==> config.mk <==
export PLATFORM = sky130hd
export DESIGN_NAME = mpas_div_cell
export DESIGN_NICKNAME = d
export VERILOG_FILES = /design/src/mpas_pkg.sv /design/src/mpas_div_cell.sv
export SDC_FILE = /design/constraint.sdc
export NUM_CORES = 1
export LEC_CHECK = 0
export BUFFER_PORTS_ARGS = -buffer_cell sky130_fd_sc_hd__buf_2
export CORE_ASPECT_RATIO = 0.8
export CORE_MARGIN = 5
export CORE_UTILIZATION = 53
export CTS_CLUSTER_SIZE = 30
export DETAILED_ROUTE_END_ITERATION = 12
export PLACE_DENSITY = 0.86
export SLEW_MARGIN = 20
export SYNTH_ARGS = -nofsm -noshare
export SYNTH_HDL_FRONTEND = slang
export SYNTH_SLANG_ARGS = --single-unit
==> constraint.sdc <==
create_clock -name clock -period 4.3 [get_ports clock]
set_input_delay 0.215 -clock clock [delete_from_list [all_inputs] [get_ports clock]]
set_output_delay 0.215 -clock clock [all_outputs]
set_load 0.005 [all_outputs]
==> src/mpas_pkg.sv <==
`timescale 1ns / 1ps
// ----------------------------------------------------------------------------
// mpas_pkg
// Shared types and constants for the point-along-segment pipeline.
// ----------------------------------------------------------------------------
package mpas_pkg;

   localparam int MIN_LEN_W = 17;
   localparam logic [MIN_LEN_W-1:0] MIN_LEN_RESET = 17'd1;

   typedef struct packed {
      logic valid;
      logic advance;
   } mpas_flow_type;

endpackage

==> src/mpas_div_cell.sv <==
`timescale 1ns / 1ps
// ----------------------------------------------------------------------------
// mpas_div_cell
// One step of a restoring divider: shifts in one dividend bit, settles one
// quotient bit, then registers the partial result and the beat.
// ----------------------------------------------------------------------------
module mpas_div_cell #(
   parameter int RW    = 33,
   parameter int DENW  = 33,
   parameter int QW    = 32,
   parameter int SIDEW = 8
) (
   input  logic                  clock,
   input  logic                  reset,
   input  mpas_pkg::mpas_flow_type flow,
   input  logic [RW-1:0]         in_rem,
   input  logic [QW-1:0]         in_nq,
   input  logic [DENW-1:0]       in_den,
   input  logic [SIDEW-1:0]      in_side,
   output logic                  out_valid,
   output logic [RW-1:0]         out_rem,
   output logic [QW-1:0]         out_nq,
   output logic [DENW-1:0]       out_den,
   output logic [SIDEW-1:0]      out_side
);

   logic [RW:0]      rem2;
   logic [RW:0]      dext;
   logic [RW:0]      diff;
   logic             ge;
   logic [RW-1:0]    rem_in;
   logic [QW-1:0]    nq_in;

   logic             valid_ff;
   logic [RW-1:0]    rem_ff;
   logic [QW-1:0]    nq_ff;
   logic [DENW-1:0]  den_ff;
   logic [SIDEW-1:0] side_ff;

   always_comb begin
      rem2   = {in_rem, in_nq[QW-1]};
      dext   = (RW+1)'(in_den);
      ge     = (rem2 >= dext);
      diff   = rem2 - dext;
      rem_in = ge ? diff[RW-1:0] : rem2[RW-1:0];
      nq_in  = {in_nq[QW-2:0], ge};
   end

   always_ff @(posedge clock) begin
      if (reset) begin
         valid_ff <= 1'b0;
      end else if (flow.advance) begin
         valid_ff <= flow.valid;
      end
      if (flow.advance) begin
         rem_ff  <= rem_in;
         nq_ff   <= nq_in;
         den_ff  <= in_den;
         side_ff <= in_side;
      end
   end

   assign out_valid = valid_ff;
   assign out_rem   = rem_ff;
   assign out_nq    = nq_ff;
   assign out_den   = den_ff;
   assign out_side  = side_ff;

endmodule
### Word level (Yosys, flattened, before mapping)

Index checks and enable logic that the tools add are counted.

* output and inout bits: 107
* bits in registers: 107
* input port bits: 110
* logic and storage cells: 8

* add/sub/neg operators: 1
* muxes and demuxes: 1
* $lt $le $gt $ge: 1

Operator list (number)
* >= comparator 34 x 33 -> 1 bit: 1
* two-way mux 33 bit: 1
* subtractor 33 bit: 1

### Logic depth before layout (Yosys ltp)

* depth in word-level cells: 2
* gate-level depth with buffers: 13
* depth with buffers taken out: 12

### Worst setup path before layout

OpenSTA, ideal clock, no wires.

* path type: input to register
* start point: input port in_nq[31]
* end point: register rem_ff[32], in the netlist out_rem[32] (data pin)
* arrival time: 2439 ps
* buffers on the path: 0
* path slack: 1602 ps
* library setup time: 260 ps
* stages: 12
* required time: 4040 ps
* path through: inv_1 > ha_1 > inv_1 > fa_1 > a21o_1 > a221oi_2 > o211ai_1 > a21o_1 > a211oi_2 > o311ai_1 > xor2_1 > mux2_2

* word-level cells in the longest chain between the ends: 2
* elaborated cells on any way between the ends: 3
* classes of those cells: 1 x add/sub; 1 x order compare; 1 x mux

Ends and longest elaborated chain
* start: declaration: line mpas_div_cell.sv:17 `input logic [QW-1:0] in_nq,`
* subtractor 33 bit or >= comparator 34 x 33 -> 1 bit (tied branches): line mpas_div_cell.sv:44, mpas_div_cell.sv:43
* two-way mux 33 bit (*): line mpas_div_cell.sv:45 `rem_in = ge ? diff[RW-1:0] : rem2[RW-1:0];`
* via rem_in[32]: line mpas_div_cell.sv:31 `logic [RW-1:0] rem_in;`
* end signal: assignment: line mpas_div_cell.sv:56 `rem_ff <= rem_in;`
* end: declaration: line mpas_div_cell.sv:35 `logic [RW-1:0] rem_ff;`

Mark *: on every way through the listed nets, which the timed path passes. The rest lies on a longest branch.
A chain may end at the register's enable or synchronous reset.

### Final worst setup path

Same ends and word-level chain as after synthesis.

==> metrics.cfg <==
[synth]
synth_warnings=0
synth_edf_count=106
synth-seq-area-share_pct=57.13
yosysTopAreaCell=edfxtp_1
syn-mean-instance-area_um2=12.21
synth.area.top_cells=edfxtp_1 57%, ha_1 7.4%, a21oi_1 4.3%, inv_1 2.9%, xnor2_1 2.8%
syn_nets=603
syn_inst=459
ys_ff_latch=107
async_flop_share_pct=0
syn_area_um2=5607
ys.flop_type=edfxtp_1
synth.top_cell.area_share_pct=56.77
ys_types=63

[floorplan]
row_count=33
die_area_um2=12750
die_height_um=102.0
core_um2=10280
initial_core_util_pct=54.53
die_w_um=125.0
ios=217

[grt]
grt_overflow_total=0
grt_max_degree=60
grt_usage_pct=23.16
grt_pass1_wl_um=23430
grt_pass1_vias=4358
antenna_found_initial=2

[timing]
skew_ns=0
layout_min_cycle_time_ns=2.872
finalHoldViolCount=0
max_slew_margin_pct=50.40
max_freq_ghz=0.3482
post-route-period-util_pct=66.78
slew_viol_final=0
setup_viol=0
rsz0062_at_grt=no
tightest_slew_ns=0.7440
holdWs_ns=0.02766
tns_ns=0

[worst_setup_path]
critPathMaxFanout=3
endpoint_kind=flip-flop
critPathArrivalTime_ns=2.97
slowest_delay_ns=0.41
crit_path_top_delay_cell=fa_1
start_kind=input pin
critPathKind=in -> reg
required_ns=4.40
path_cells=buf_2, inv_1, ha_1, inv_1, fa_1, a21o_1, a221oi_2, o211ai_1, a21o_1, a211oi_2, o311ai_1, xor2_1, mux2_2

[power]
seqPwrFrac_pct=48.0
p_leak_nw=3.254
swShare_pct=27.80
power_frac_clock_pct=29.9
peakVddDrop_v=0.0002825
combPwrFrac_pct=22.1
p_int_mw=1.960
power.net_switching_uw=754.8
power_density_nw_per_um2=381.0
fin_total_pwr_mw=2.715

[clock_tree]
clock_path_buffers=2
tritoncts=built
clock_latency_ns=0.34
root_buffer=clkbuf_16
clkTransAtPathRegs_ns=0.07
post-cts-setup-buffer-count=0
cts_hold_buf=0
post_cts_resized=0
htreeDepth=3
cts_made_buffers=9
clock-sinks=107

[routing]
wire_per_inst_um=18.21
antenna_left=0
firstDrtPassIters=5
avgViaCountPerCell=5.392
wirelength_um=15010
vias=4443
drc_errors=0
first_iter_violations=279

[finish]
area_growth_pct=27.09
antennaDiodeCount=0
final_nets=823
final_util_pct=69.31
drive_gt1_share_pct=37.43

[placement]
port_buffers=216
dp_hpwl_um=11810
place.gp.congestion=0.9117

[run]
drv_cap=0

[status]
status=finished clean

[worst_hold_path]
hold_class=in -> reg

==> cell usage in the layout (no fill, tap or decap), types with 7 or more instances in the layout <==
| master | netlist | layout |
|---|---|---|
| buf_2 | 5 | 215 |
| edfxtp_1 | 106 | 106 |
| a21oi_1 | 48 | 48 |
| inv_1 | 44 | 44 |
| nor2_1 | 37 | 37 |
| ha_1 | 33 | 33 |
| nand2_1 | 22 | 22 |
| xnor2_1 | 18 | 18 |
| a21o_1 | 17 | 17 |
| o21ai_0 | 13 | 13 |
| xor2_1 | 12 | 12 |
| clkbuf_16 | 0 | 9 |
| mux2_1 | 8 | 8 |
| and3_1 | 7 | 7 |
==> cells in the mapped netlist, types with 2 or more instances <==
master     instances
edfxtp_1         106
a21oi_1           48
inv_1             44
nor2_1            37
ha_1              33
nand2_1           22
xnor2_1           18
a21o_1            17
o21ai_0           13
xor2_1            12
mux2_1             8
and3_1             7
nand3_1            6
buf_2              5
mux2_2             5
nor3_1             5
o21a_1             5
o21bai_1           5
nand2b_1           4
nand4_1            4
or3_1              3
a2111oi_0          2
a211o_1            2
a21boi_0           2
a21oi_2            2
a221o_1            2
a31o_2             2
mux2i_1            2
nor4_1             2
o211ai_1           2
o31ai_1            2
==> final timing paths <==
path | startpoint | to | slack, ns | cells after the start
hold reg to reg | out_valid | out_valid | 0.54 | 2
hold / removal | reset | out_valid | 0.03 | 2
setup / recovery | in_nq[31] | out_rem[32] | 1.43 | 13
setup reg to reg | out_valid | out_valid | 3.70 | 2
==> area by class of cell <==
class / count / area (um^2)
Inverter: 44 / 165.2
Tap cell: 140 / 175.2
Sequential cell: 107 / 3203
Clock buffer: 9 / 225.2
Timing Repair Buffer: 218 / 1111
Multi-Input combinational cell: 299 / 2176
Clock inverter: 7 / 70.07
Fill cell: 784 / 3156
==> metal layers <==
layer | global-route usage [%] | up-vias | wire length, um
met5 | 0 | - | 27
met4 | 4.083 | 4 | 73
li1 | - | 2140 | -
met3 | 7.367 | 13 | 1229
met1 | 29.84 | 2097 | 6325
met2 | 39.57 | 189 | 7349
==> logic make-up after synthesis <==
logic type	count (synthesis)	share of synthesized area [%]
adder cells (fa/ha/maj)	34	7.722
buffers and inverters	53	4.061
XOR/XNOR	30	4.686
flip-flops	107	57.13
multiplexers	16	3.236
AO/OA/AOI/OAI	123	15.20
AND/OR/NAND/NOR	96	7.967
==> registers in the layout, indices dropped and copies added (netlist names) <==
signal,cells
out_den,33
out_nq,32
out_rem,33
out_side,8
out_valid,1
==> power by group through the flow <==
| stage | clock network (mW) | registers, mW | logic, mW |
|---|---|---|---|
| after CTS | 0.832 | 1.31 | 0.600 |
| after floorplan | 0 | 1.34 | 0.314 |
| after detailed placement | 0 | 1.33 | 0.594 |
| final | 0.812 | 1.30 | 0.599 |
| after global routing | 0.884 | 1.31 | 0.656 |
| after global placement | 0 | 1.32 | 0.582 |
==> critical path: cells and delay by family <==
family | cells | cell delay, ns
AO/OA/AOI/OAI | 6 | 1.51
adder cells (fa/ha/maj) | 2 | 0.57
multiplexers | 1 | 0.29
buffers and inverters | 3 | 0.21
XOR/XNOR | 1 | 0.16
==> stage by stage <==
| step | std cells | cell area, um^2 | worst slack [ns] |
|---|---|---|---|
| detailed placement | 808 | 6830 | 1.093 |
| floorplan | 459 | 5607 | 1.602 |
| global route | 824 | 7126 | 1.327 |
| CTS | 824 | 7126 | 1.444 |
| finish | 824 | 7126 | 1.428 |
| global placement | 808 | 6830 | 1.190 |
Power figures use the tool's default switching activity.
