===== src/mpas_pkg.sv =====
`timescale 1ns / 1ps
// ----------------------------------------------------------------------------
// mpas_pkg
// Shared types and constants for the point-along-segment pipeline.
// ----------------------------------------------------------------------------
package mpas_pkg;

   localparam int MIN_LEN_W = 17;
   localparam logic [MIN_LEN_W-1:0] MIN_LEN_RESET = 17'd1;

   typedef struct packed {
      logic valid;
      logic advance;
   } mpas_flow_type;

endpackage


===== src/mpas_sqrt_cell.sv =====
`timescale 1ns / 1ps
// ----------------------------------------------------------------------------
// mpas_sqrt_cell
// One digit step of a restoring integer square root: takes two radicand bits
// and settles one root bit, then registers the partial result and the beat.
// ----------------------------------------------------------------------------
module mpas_sqrt_cell #(
   parameter int RW    = 33,
   parameter int SIDEW = 8
) (
   input  logic                  clock,
   input  logic                  reset,
   input  mpas_pkg::mpas_flow_type flow,
   input  logic [RW+1:0]         in_rem,
   input  logic [RW-1:0]         in_root,
   input  logic [2*RW-1:0]       in_bits,
   input  logic [SIDEW-1:0]      in_side,
   output logic                  out_valid,
   output logic [RW+1:0]         out_rem,
   output logic [RW-1:0]         out_root,
   output logic [2*RW-1:0]       out_bits,
   output logic [SIDEW-1:0]      out_side
);

   logic [RW+3:0]   r4;
   logic [RW+3:0]   trial;
   logic [RW+3:0]   diff;
   logic            ge;
   logic [RW+1:0]   rem_in;
   logic [RW-1:0]   root_in;
   logic [2*RW-1:0] bits_in;

   logic            valid_ff;
   logic [RW+1:0]   rem_ff;
   logic [RW-1:0]   root_ff;
   logic [2*RW-1:0] bits_ff;
   logic [SIDEW-1:0] side_ff;

   always_comb begin
      r4      = {in_rem, in_bits[2*RW-1 -: 2]};
      trial   = (RW+4)'({in_root, 2'b01});
      ge      = (r4 >= trial);
      diff    = r4 - trial;
      rem_in  = ge ? diff[RW+1:0] : r4[RW+1:0];
      root_in = {in_root[RW-2:0], ge};
      bits_in = {in_bits[2*RW-3:0], 2'b00};
   end

   always_ff @(posedge clock) begin
      if (reset) begin
         valid_ff <= 1'b0;
      end else if (flow.advance) begin
         valid_ff <= flow.valid;
      end
      if (flow.advance) begin
         rem_ff  <= rem_in;
         root_ff <= root_in;
         bits_ff <= bits_in;
         side_ff <= in_side;
      end
   end

   assign out_valid = valid_ff;
   assign out_rem   = rem_ff;
   assign out_root  = root_ff;
   assign out_bits  = bits_ff;
   assign out_side  = side_ff;

endmodule


===== config.mk =====
export PLATFORM = sky130hd
export DESIGN_NAME = mpas_sqrt_cell
export DESIGN_NICKNAME = d
export VERILOG_FILES = /design/src/mpas_pkg.sv /design/src/mpas_sqrt_cell.sv
export SDC_FILE = /design/constraint.sdc
export NUM_CORES = 1
export LEC_CHECK = 0
export ABC_AREA = 1
export BUFFER_PORTS_ARGS = -buffer_cell sky130_fd_sc_hd__buf_2
export CORE_MARGIN = 4
export CORE_UTILIZATION = 54
export CTS_CLUSTER_DIAMETER = 200
export CTS_CLUSTER_SIZE = 30
export DETAILED_ROUTE_END_ITERATION = 7
export MAX_ROUTING_LAYER = met4
export PLACE_DENSITY = 0.84
export SLEW_MARGIN = 20
export SYNTH_ARGS = -nofsm -noshare
export SYNTH_HDL_FRONTEND = slang
export SYNTH_SLANG_ARGS = --single-unit

===== constraint.sdc =====
create_clock -name clock -period 2.7 [get_ports clock]
set_input_delay 0.27 -clock clock [delete_from_list [all_inputs] [get_ports clock]]
set_output_delay 0.27 -clock clock [all_outputs]
set_load 0.005 [all_outputs]

**Yosys cells after proc, flatten, opt, wreduce, memory -nomap -nowiden**

Cells that the tools add are included.

- Add/sub/neg operators: 1
- $lt $le $gt $ge: 1
- Mux-type cells: 1

Operators by type and width:

| operator | count |
|---|---|
| $ge 37x35->1 | 1 |
| $mux 35 | 1 |
| $sub 35x35->35 | 1 |

- Flip-flop bits (word level): 141
- Input port bits: 146

**Longest topological paths before layout**

Gate-level depths: netlist (run 1).

- Depth in word-level cells: 2
- Gate-level depth with buffers: 16
- Depth with buffers taken out: 15

**Least setup slack after synthesis (run 1)**

OpenSTA, ideal clock, no wires.

- Path type: input port to flip-flop
- From: input port in_root[22]
- To: register rem_ff[10], in the netlist out_rem[10] (data pin)
- Data arrival time: 1.640 ns
- Data required time: 2.447 ns
- Path slack: 0.808 ns
- Stages on the path: 11
- Buffers on the path: 1
- Cells stage by stage: inv_1 -> ha_1 -> a21oi_1 -> nand2_1 -> nand2_1 -> nand2_1 -> a21oi_2 -> nand4_4 -> buf_6 -> nand2_2 -> o21ai_2

- Cells in the longest elaborated chain, start to end: 2

RTL lines:

| element | RTL line | text |
|---|---|---|
| start: declaration | mpas_sqrt_cell.sv:15 | `input logic [RW-1:0] in_root,` |
| $ge 37x35->1 | mpas_sqrt_cell.sv:42 | `ge = (r4 >= trial);` |
| $mux 35 | mpas_sqrt_cell.sv:44 | `rem_in = ge ? diff[RW+1:0] : r4[RW+1:0];` |
| via rem_in[10] | mpas_sqrt_cell.sv:29 | `logic [RW+1:0] rem_in;` |
| end signal: assignment | mpas_sqrt_cell.sv:56 | `rem_ff <= rem_in;` |
| end: declaration | mpas_sqrt_cell.sv:34 | `logic [RW+1:0] rem_ff;` |

The timed path passes the listed nets, and every way through them passes these cells.
A chain may end at the register's enable or synchronous reset.

**Worst setup path in the final report (run 1)**

- From: input port in_root[15]
- To: register rem_ff[34], in the netlist out_rem[34] (data pin)

- Cells in the longest elaborated chain, start to end: 2
- Elaborated cells on any way between the ends: 3

RTL lines:

| element | RTL line |
|---|---|
| $sub 35x35->35 / $ge 37x35->1 (equally long branches) | mpas_sqrt_cell.sv:43, mpas_sqrt_cell.sv:42 |
| $mux 35 (*) | mpas_sqrt_cell.sv:44 |
| via rem_in[34] | mpas_sqrt_cell.sv:29 |

The timed path passes the listed nets; every way through them passes the cells marked *.

==> summary.txt, run 1 <==
Drt
  – Vias/cell: approximately 5.1
  – Final WL: between 20 and 25 mm
  – Final ANT Viol Nets: 0
  – Number of DRC markers in iteration 0: 458
  – DRC Markers: 0
  – Total number of vias: between 6000 and 7000
  – TritonRoute pass-1 iters: 5
  – Drt wl/cell: around 18 microns

Timing
  – Slew headroom: between 50 and 60%
  – Setup TNS: 0 ns
  – F_max: between 0.5 and 0.6 GHz
  – Final Max Tran Viols: 0
  – Worst-Margin Slew: 0.631 ns
  – Final setup viols: 0
  – Final Hold Fails: 0
  – RSZ-0062 raised after global routing: false
  – Fin crit share: ~70%
  – Min cycle time layout: between 1.5 and 2 ns
  – Max Clock Skew: 0 ns

Die
  – Die area: approximately 16000 sq um
  – Starting Density: 55.5%
  – Io pins: 289
  – Die Y: ~130 microns
  – Placeable Area: 13900 sq um
  – Die X: 128 microns
  – Rows: 43

Global routing
  – Initial antenna violation count: 2
  – Remaining global-route overflow: 0
  – First-pass GRT wire length: 35.2 mm
  – Tot GR Track Use: approximately 29%
  – Vias in the first global route: between 6000 and 7000
  – Largest net degree at the start of global routing: 65

Clocking
  – CTS Sinks: roughly 140
  – Num CTS Buffers: 17
  – Root buffer cell: clkbuf_16
  – TritonCTS clock tree: yes
  – Hold buffers post-CTS: 1
  – Clock slew at reported path FFs: approximately 0.060 ns
  – Clk buf depth: 2
  – Htree depth: 4
  – Post-CTS setup repair buffer count: 0
  – Worst-skew pair later-pin latency: approximately 0.42 ns
  – Post-cts resize count: 0

Cells and area
  – P&R area growth vs syn: 30.1%
  – Fin util: 72.2%
  – Nets: between 1000 and 1500
  – Share of cells above drive strength 1: 34.4%

Critical path
  – CP Capture Type: register
  – R2r setup slk: 2.05 ns
  – Worst Reg-to-Reg Cells: 2
  – Worst path top cell family by delay: simple AND/OR/NAND/NOR gates
  – Reg2reg start: out_valid$_SDFFE_PP0P_
  – Crit Path Class: in -> reg
  – Worst path depth: 13
  – Worst Path Buf+Inv: 4
  – Crit-path max FO: 5
  – Max incr delay on CP: ~0.35 ns
  – Worst EP arrival: about 2.1 ns
  – Req. time, crit path: 2.88 ns
  – Worst path slowest cell: ha_1
  – Crit path top cell by count: nand2_1
  – FF-to-FF End: out_valid$_SDFFE_PP0P_
  – Critical path, cell by cell: buf_2 -> inv_1 -> ha_1 -> nand2_1 -> inv_1 -> nand2_1 -> inv_1 -> a21oi_1 -> nand3_1 -> nand2_1 -> nand3_1 -> nand3_2 -> nand2_1
  – Critical Path Start Type: input pin

Placed design
  – PortBufs: ~290
  – GPL Wtd Cong: between 0.9 and 1
  – Detailed placer's ending HPWL: about 18 mm

Logic synthesis
  – Fraction of registers with async set/reset: 0%
  – EDFF count, synth: 140
  – Post-Syn Area: about 7700 sq um
  – Post-Syn Instances: 816
  – Post-synth cell types: 36
  – Register area share after synthesis: 54.7%
  – Post-synthesis register bit count: around 140
  – Synth Area per Inst: 9.47 sq um
  – Yosys warnings: 0
  – Most used DFF post-synth: edfxtp_1

Min path
  – Hold Crit Depth: 1
  – HP Start: in_side[0]
  – Hold Crit Class: in -> reg
  – Hold Path End: out_side[0]$_DFFE_PP_

Power and ir drop
  – Pwr dens: around 650 nW/um^2
  – Worst vdd ir: about 0.38 mV
  – Tot Pwr: between 6 and 7 mW
  – Static Leak: about 5.1 nW

Job
  – Max cap viols: 0

Run status
  – Outcome: completed
## registers in the layout, indices dropped and copies added (netlist names)
name       flops
out_bits      64
out_rem       35
out_root      33
out_side       8
out_valid      1
## Yosys cell counts (4+ instances only)
cell,n,area [sq um]
a21oi_1,22,110
buf_6,5,56.3
edfxtp_1,140,4200
ha_1,35,438
inv_1,144,541
nand2_1,228,856
nand2_2,24,150
nand3_1,54,270
nand3_2,13,130
nand3b_1,10,75.1
nand4_1,4,25.0
nor2_1,57,214
nor2_2,5,31.3
nor3_1,6,30.0
o21ai_0,4,20.0
o21ai_2,15,131
o21bai_1,7,52.6
xor2_1,16,140
## cell usage in the layout, fill, tap and decap left out, drive strengths merged, types with 2 or more instances in the layout
master | synthesis | routed
xor2 | 16 | 16
clkbuf | 0 | 17
bufinv | 0 | 5
clkinv | 0 | 2
conb | 1 | 2
nor3 | 8 | 8
edfxtp | 140 | 140
nand3b | 10 | 10
nor2 | 65 | 65
o21ai | 21 | 21
buf | 10 | 291
nand3 | 67 | 67
o21bai | 7 | 7
a21oi | 25 | 25
nand4 | 5 | 5
inv | 144 | 150
diode | 0 | 2
ha | 35 | 35
nand2 | 253 | 253
nor4 | 3 | 3
## through the flow
stage | instances | setup WS (ns) | hold slack, ns | cell area (sq um)
floorplan | 817 | 0.808 | 0.342 | 7730
global placement | 1278 | 0.346 | 0.431 | 9380
detailed placement | 1278 | 0.371 | 0.429 | 9380
CTS | 1310 | 0.797 | 0.0155 | 10000
global route | 1312 | 0.616 | 0.00719 | 10100
finish | 1312 | 0.800 | 0.0260 | 10100
## report_power, final
group	internal [mW]	switching (mW)	leakage [nW]
clock network	1.66	0.953	0.317
logic	0.494	0.736	3.36
registers	2.66	0.0543	1.38
total	4.82	1.74	5.05
## layer usage
layer / part of all wire (%) / track usage, % / up-vias
li1: - / - / 3263
met1: 37 / 33.3 / 3055
met2: 51 / 50.4 / 280
met3: 7.7 / 6.27 / 50
met4: 3.7 / 11.4 / 0
met5: 0 / - / -
## worst max path at each step
| stage | start | endpoint | slack, ns |
|---|---|---|---|
| CTS | in_root[27] | out_rem[29]$_DFFE_PP_ | 0.80 |
| global route | in_root[15] | out_rem[34]$_DFFE_PP_ | 0.62 |
| global placement | in_root[27] | out_rem[29]$_DFFE_PP_ | 0.35 |
| floorplan | in_root[22] | out_rem[10]$_DFFE_PP_ | 0.81 |
| finish | in_root[15] | out_rem[34]$_DFFE_PP_ | 0.80 |
| detailed placement | in_root[27] | out_rem[29]$_DFFE_PP_ | 0.37 |
## area by class of cell
class	count	area [sq um]
sequential	141	4220
fill	1091	3880
multi-input combinational	522	2870
timing repair buffer	292	1540
inverter	144	541
clock buffer	17	425
clock inverter	14	230
tap	180	225
antenna	2	5.00
## cells by family after synthesis
family	synth area share (%)
and+or+nand+nor	24.6
buffers and inverters	8.27
xor gates and xnor gates	1.93
DFF	54.7
adders and majority gates	5.67
AOI/OAI and AO/OA	4.73
other	0.0485
muxes	0.130
Note: power is estimated with default switching activity, not from simulation.
==> run 2, diff against run 1 <==
--- a/config.mk
+++ b/config.mk
@@ -8,12 +8,12 @@
 export ABC_AREA = 1
 export BUFFER_PORTS_ARGS = -buffer_cell sky130_fd_sc_hd__buf_2
 export CORE_MARGIN = 4
-export CORE_UTILIZATION = 54
+export CORE_UTILIZATION = 50
 export CTS_CLUSTER_DIAMETER = 200
 export CTS_CLUSTER_SIZE = 30
 export DETAILED_ROUTE_END_ITERATION = 7
 export MAX_ROUTING_LAYER = met4
-export PLACE_DENSITY = 0.84
+export PLACE_DENSITY = 0.78
 export SLEW_MARGIN = 20
 export SYNTH_ARGS = -nofsm -noshare
 export SYNTH_HDL_FRONTEND = slang
==> constraint.sdc (replaced) <==
create_clock -name clock -period 1.77 [get_ports clock]
set_input_delay 0.177 -clock clock [delete_from_list [all_inputs] [get_ports clock]]
set_output_delay 0.177 -clock clock [all_outputs]
set_load 0.005 [all_outputs]
==> summary.txt, run 2 (synthesis gave the netlist of run 1 again) <==
Clocking
  – Clk buf depth: 2
  – Clock slew at reported path FFs: about 0.070 ns
  – CTS Sinks: around 140
  – Htree depth: 4
  – Num CTS Buffers: 17
  – TritonCTS clock tree: yes
  – Root buffer cell: clkbuf_16
  – Worst-skew pair later-pin latency: about 0.42 ns

Timing
  – Final Max Tran Viols: 0
  – Final Hold Fails: 0
  – Post-route setup slack: -0.0615 ns
  – Fin crit share: 103%
  – Max Clock Skew: 0 ns
  – Min cycle time layout: between 1.5 and 2 ns
  – F_max: between 0.5 and 0.6 GHz
  – Setup TNS: -0.530 ns
  – Final setup viols: 25
  – Hold Slack: 0.0306 ns

Cells and area
  – Commonest non-fill, non-tap cell in the layout: buf_2
  – P&R area growth vs syn: 63.2%
  – Fillers: 840
  – Share of cells above drive strength 1: 42.9%
  – Post-Layout Cell Count: about 1600
  – Most frequent cells in the layout: buf_2 (284), nand2_1 (213), inv_1 (142)
  – Nets: roughly 1500
  – Max FFs per register: 64

Power and ir drop
  – Static Leak: slightly above 6 nW
  – Worst vdd ir: roughly 0.62 mV
  – Pwr dens: roughly 830 nW/um^2

Critical path
  – Critical Path Start Type: input pin
  – Crit Path Class: in -> reg
  – FF-to-FF End: out_valid$_SDFFE_PP0P_
  – Worst Reg-to-Reg Cells: 2
  – Crit-path max FO: 6
  – Reg2reg start: out_valid$_SDFFE_PP0P_
  – R2r setup slk: 1.14 ns
  – CP Capture Point: out_rem[14]$_DFFE_PP_
  – Worst setup startpoint: in_root[13]
  – Worst EP arrival: 2.01 ns
  – CP Capture Type: register
  – Req. time, crit path: a little under 2 ns

Drt
  – TritonRoute pass-1 iters: 5
  – Final WL: 30.4 mm
  – Total number of vias: a little over 8000
  – Drt wl/cell: 19.5 microns
  – Vias/cell: 5.15
  – Final ANT Viol Nets: 0
  – DRC Markers: 0
  – Number of DRC markers in iteration 0: just over 600

Placed design
  – PortBufs: between 200 and 300
  – Detailed placer's ending HPWL: 18.7 mm
  – DP Cell Count: around 1400
  – GPL Wtd Cong: 0.902

Die
  – Die Y: ~130 microns
  – Die area: around 18000 sq um
  – Placeable Area: 15100 sq um
  – Rows: 45
  – Io pins: 289
  – Die X: between 100 and 150 microns
  – Starting Density: just over 50%

Job
  – Max cap viols: 0

Global routing
  – Largest net degree at the start of global routing: 48
  – Initial antenna violation count: 3
  – Remaining global-route overflow: 0
  – First-pass GRT wire length: 43.5 mm
  – Tot GR Track Use: around 33%
  – Vias in the first global route: between 7000 and 8000

Min path
  – Hold Crit Class: in -> reg

Run status
  – Outcome: finished with violations
  – Failing checks: negative setup slack
[run 2: worst min-delay path by stage]
stage	start	endpoint	slack, ns	depth (start not counted)
final	in_root[3]	out_root[4]$_DFFE_PP_	0.03	2
after global routing	in_root[3]	out_root[4]$_DFFE_PP_	0.04	2
after CTS	flow[1]	out_valid$_SDFFE_PP0P_	0.002	3
after detailed placement	reset	out_valid$_SDFFE_PP0P_	0.34	2
after global placement	reset	out_valid$_SDFFE_PP0P_	0.34	2
after floorplan	reset	out_valid$_SDFFE_PP0P_	0.25	1
[run 2: critical path, stage by stage]
cell and delay [ns]:
buf_2 0.11, inv_1 0.09, ha_4 0.30, nand2_1 0.12, nor2_2 0.23, nand2_2 0.13
nor3_4 0.21, nand3_2 0.11, nand4_4 0.13, buf_12 0.15, clkbuf_16 0.16, o21ai_4 0.07
[run 2: where the power goes]
group	switching, mW	internal [mW]	total [mW]
Combinational	1.42	1.33	2.75
Sequential	0.104	4.06	4.17
Clock	1.62	1.99	3.61
[run 2: cell type report]
| type | instances | area [sq um] | area share, % |
|---|---|---|---|
| Antenna cell | 3 | 7.51 | 0.0595 |
| Inverter | 144 | 541 | 4.29 |
| Tap cell | 188 | 235 | 1.87 |
| Clock inverter | 14 | 151 | 1.20 |
| Sequential cell | 141 | 4220 | 33.5 |
| Clock buffer | 18 | 429 | 3.40 |
| Multi-Input combinational cell | 522 | 3320 | 26.3 |
| Timing Repair Buffer | 533 | 3700 | 29.4 |
[run 2: per-layer routing]
metal  vias up  global-route usage, %  wire length [microns]
met1      3751                   35.7                  11000
met4         0                   16.0                   1710
li1       3763                      -                      -
met3       119                   7.94                   2250
met2       419                   57.2                  15500
met5         -                      -                      0
[run 2: stage by stage]
stage	setup slack, ns	util, %	power (mW)	cell area [sq um]
final	-0.0615	83.3	10.5	12600
after global routing	-0.0753	83.3	10.9	12600
after CTS	0.0306	80.0	10.2	12100
after detailed placement	-0.489	69.2	6.46	10500
after global placement	-0.409	69.2	6.41	10500
after floorplan	0.00152	-	5.26	7890
[run 2: timing repair]
| item | in CTS | in global routing |
|---|---|---|
| endpoints found under the setup margin | 19 | 35 |
| resized for setup | 0 | 58 |
| cloned | 0 | 5 |
| setup buffers | 1 | 7 |
| hold endpoints to repair | 104 | 0 |
| hold buffers | 104 | 0 |
| pin swaps | 1 | 11 |
==> run 3, diff against run 2 <==
--- a/config.mk
+++ b/config.mk
@@ -7,6 +7,7 @@
 export LEC_CHECK = 0
 export ABC_AREA = 1
 export BUFFER_PORTS_ARGS = -buffer_cell sky130_fd_sc_hd__buf_2
+export CORE_ASPECT_RATIO = 0.75
 export CORE_MARGIN = 4
 export CORE_UTILIZATION = 50
 export CTS_CLUSTER_DIAMETER = 200
@@ -14,6 +15,7 @@
 export DETAILED_ROUTE_END_ITERATION = 7
 export MAX_ROUTING_LAYER = met4
 export PLACE_DENSITY = 0.78
+export SKIP_LAST_GASP = 1
 export SLEW_MARGIN = 20
 export SYNTH_ARGS = -nofsm -noshare
 export SYNTH_HDL_FRONTEND = slang
==> constraint.sdc (replaced) <==
create_clock -name clock -period 1.8 [get_ports clock]
set_input_delay 0.18 -clock clock [delete_from_list [all_inputs] [get_ports clock]]
set_output_delay 0.18 -clock clock [all_outputs]
set_load 0.005 [all_outputs]
==> summary.txt, run 3 (synthesis gave the netlist of run 1 again) <==
Timing
  – Setup TNS: -0.0416 ns
  – Max Clock Skew: 0 ns
  – Min cycle time layout: 1.83 ns
  – Hold Slack: 0.0284 ns
  – Fin crit share: 101%
  – Final setup viols: 3
  – Final Hold Fails: 0
  – Post-route setup slack: -0.0251 ns
  – RSZ-0062 raised after global routing: true
  – F_max: around 0.55 GHz
  – Final Max Tran Viols: 0

Die
  – Io pins: a little under 300
  – Die Y: approximately 120 microns
  – Die X: ~150 microns
  – Die area: about 18000 sq um
  – Rows: 39
  – Placeable Area: roughly 15000 sq um
  – Starting Density: around 50%

Drt
  – Total number of vias: between 7000 and 8000
  – Drt wl/cell: about 17 microns
  – DRC Markers: 0
  – Vias/cell: around 5.0
  – TritonRoute pass-1 iters: 5
  – Final ANT Viol Nets: 0
  – Final WL: roughly 26 mm
  – Number of DRC markers in iteration 0: just over 600

Placed design
  – Post-place setup slack: -0.526 ns
  – PortBufs: approximately 290
  – Cell Area, Placed: 10400 sq um
  – Detailed placer's ending HPWL: around 17 mm
  – GPL Wtd Cong: 0.949

Critical path
  – Crit-path max FO: 7
  – R2r setup slk: approximately 0.63 ns
  – Worst EP arrival: around 2.0 ns
  – CP Capture Type: register
  – Worst Reg-to-Reg Cells: 3
  – Req. time, crit path: just under 2 ns
  – FF-to-FF End: out_valid$_SDFFE_PP0P_
  – Crit Path Class: in -> reg
  – Reg2reg start: out_valid$_SDFFE_PP0P_
  – Critical Path Start Type: input pin

Power and ir drop
  – Tot Pwr: 10.2 mW
  – Pwr dens: roughly 820 nW/um^2
  – Static Leak: 6.12 nW
  – Worst vdd ir: a little under 0.7 mV

Cells and area
  – Nets: roughly 1500
  – Final instance area: between 10000 and 15000 sq um
  – Max FFs per register: 64
  – P&R area growth vs syn: 61.0%
  – Most frequent cells in the layout: buf_2 (285), nand2_1 (214), inv_1 (144)
  – Commonest non-fill, non-tap cell in the layout: buf_2
  – Share of cells above drive strength 1: between 40% and 50%

Global routing
  – Vias in the first global route: ~7600
  – Initial antenna violation count: 2
  – First-pass GRT wire length: between 30 and 40 mm
  – Remaining global-route overflow: 0
  – Tot GR Track Use: 28.5%
  – Largest net degree at the start of global routing: 68

Min path
  – HP Start: in_root[3]
  – Hold Crit Class: in -> reg
  – Hold Path End: out_root[4]$_DFFE_PP_
  – Hold Crit Depth: 2

Clocking
  – Clock slew at reported path FFs: 0.07 ns
  – CTS Sinks: roughly 140
  – TritonCTS clock tree: yes
  – Root buffer cell: clkbuf_16
  – Htree depth: 4
  – Worst-skew pair later-pin latency: around 0.43 ns
  – Num CTS Buffers: 17
  – Clk buf depth: 2

Run status
  – Failing checks: negative setup slack
  – Outcome: finished with violations

Job
  – Max cap viols: 0
run 3: cell count changes in the layout (fill, tap and decap cells not counted), sizes merged:
cell and change:
clkinv -3, nand2 +1, clkinvlp +1, dlygate4sd3 +1
diode -1, buf -8, clkbuf -2, inv +3
run 3: layout make-up:
cell class | count | area, sq um
Tap cell | 205 | 256
Clock inverter | 15 | 166
Fill cell | 919 | 2740
Sequential cell | 141 | 4220
Clock buffer | 17 | 425
Antenna cell | 2 | 5.00
Inverter | 144 | 541
Timing Repair Buffer | 525 | 3600
Multi-Input combinational cell | 523 | 3220
run 3: per-layer routing:
metal  GRT usage [%]  wire, microns  vias to the layer above  share of wire (%)
met5               -              0                        -                  0
li1                -              -                     3745                  -
met4            10.1            629                        0                2.4
met3            6.53           2570                       59                9.7
met2            45.8          12800                      434                 49
met1            35.7          10400                     3591                 39
run 3: critical path, cell delays in order:
cell and delay [ns]:
buf_2 0.09, inv_1 0.05, ha_1 0.29, buf_4 0.16, nand2_2 0.09, nor2_4 0.05
a21oi_2 0.21, nand2_1 0.10, nand2_2 0.09, nand4_4 0.26, buf_12 0.24, nand3_1 0.09
nand2_1 0.09
run 3: power by group:
part	switching, mW	leakage [nW]	total, mW	internal [mW]
Clock	1.59	0.282	3.57	1.98
Sequential	0.0888	1.38	4.08	4.00
Combinational	1.30	4.46	2.55	1.24
Total	2.98	6.12	10.2	7.21
run 3: worst max-delay path by stage:
stage / from / to / depth (start not counted)
3_5_place_dp: in_rem[22] / out_rem[28]$_DFFE_PP_ / 12
3_3_place_gp: in_rem[22] / out_rem[21]$_DFFE_PP_ / 12
4_1_cts: in_rem[12] / out_rem[28]$_DFFE_PP_ / 14
6_report: in_root[15] / out_rem[23]$_DFFE_PP_ / 13
2_1_floorplan: in_root[9] / out_rem[10]$_DFFE_PP_ / 13
5_1_grt: in_root[11] / out_rem[34]$_DFFE_PP_ / 15
run 3: repair_timing:
action / in CTS / in global routing
cloned: 0 / 4
hold buffers: 105 / 0
buffers inserted: 1 / 4
gates resized for setup: 0 / 54
pin swaps: 1 / 9
setup endpoints to repair: 19 / 35
hold endpoints to repair: 104 / 0
run 3: stage by stage:
step / util [%] / cells
detailed placement: 68.4 / 1424
global placement: 68.4 / 1424
global route: 82.0 / 1572
floorplan: - / 817
CTS: 79.4 / 1562
finish: 82.0 / 1572
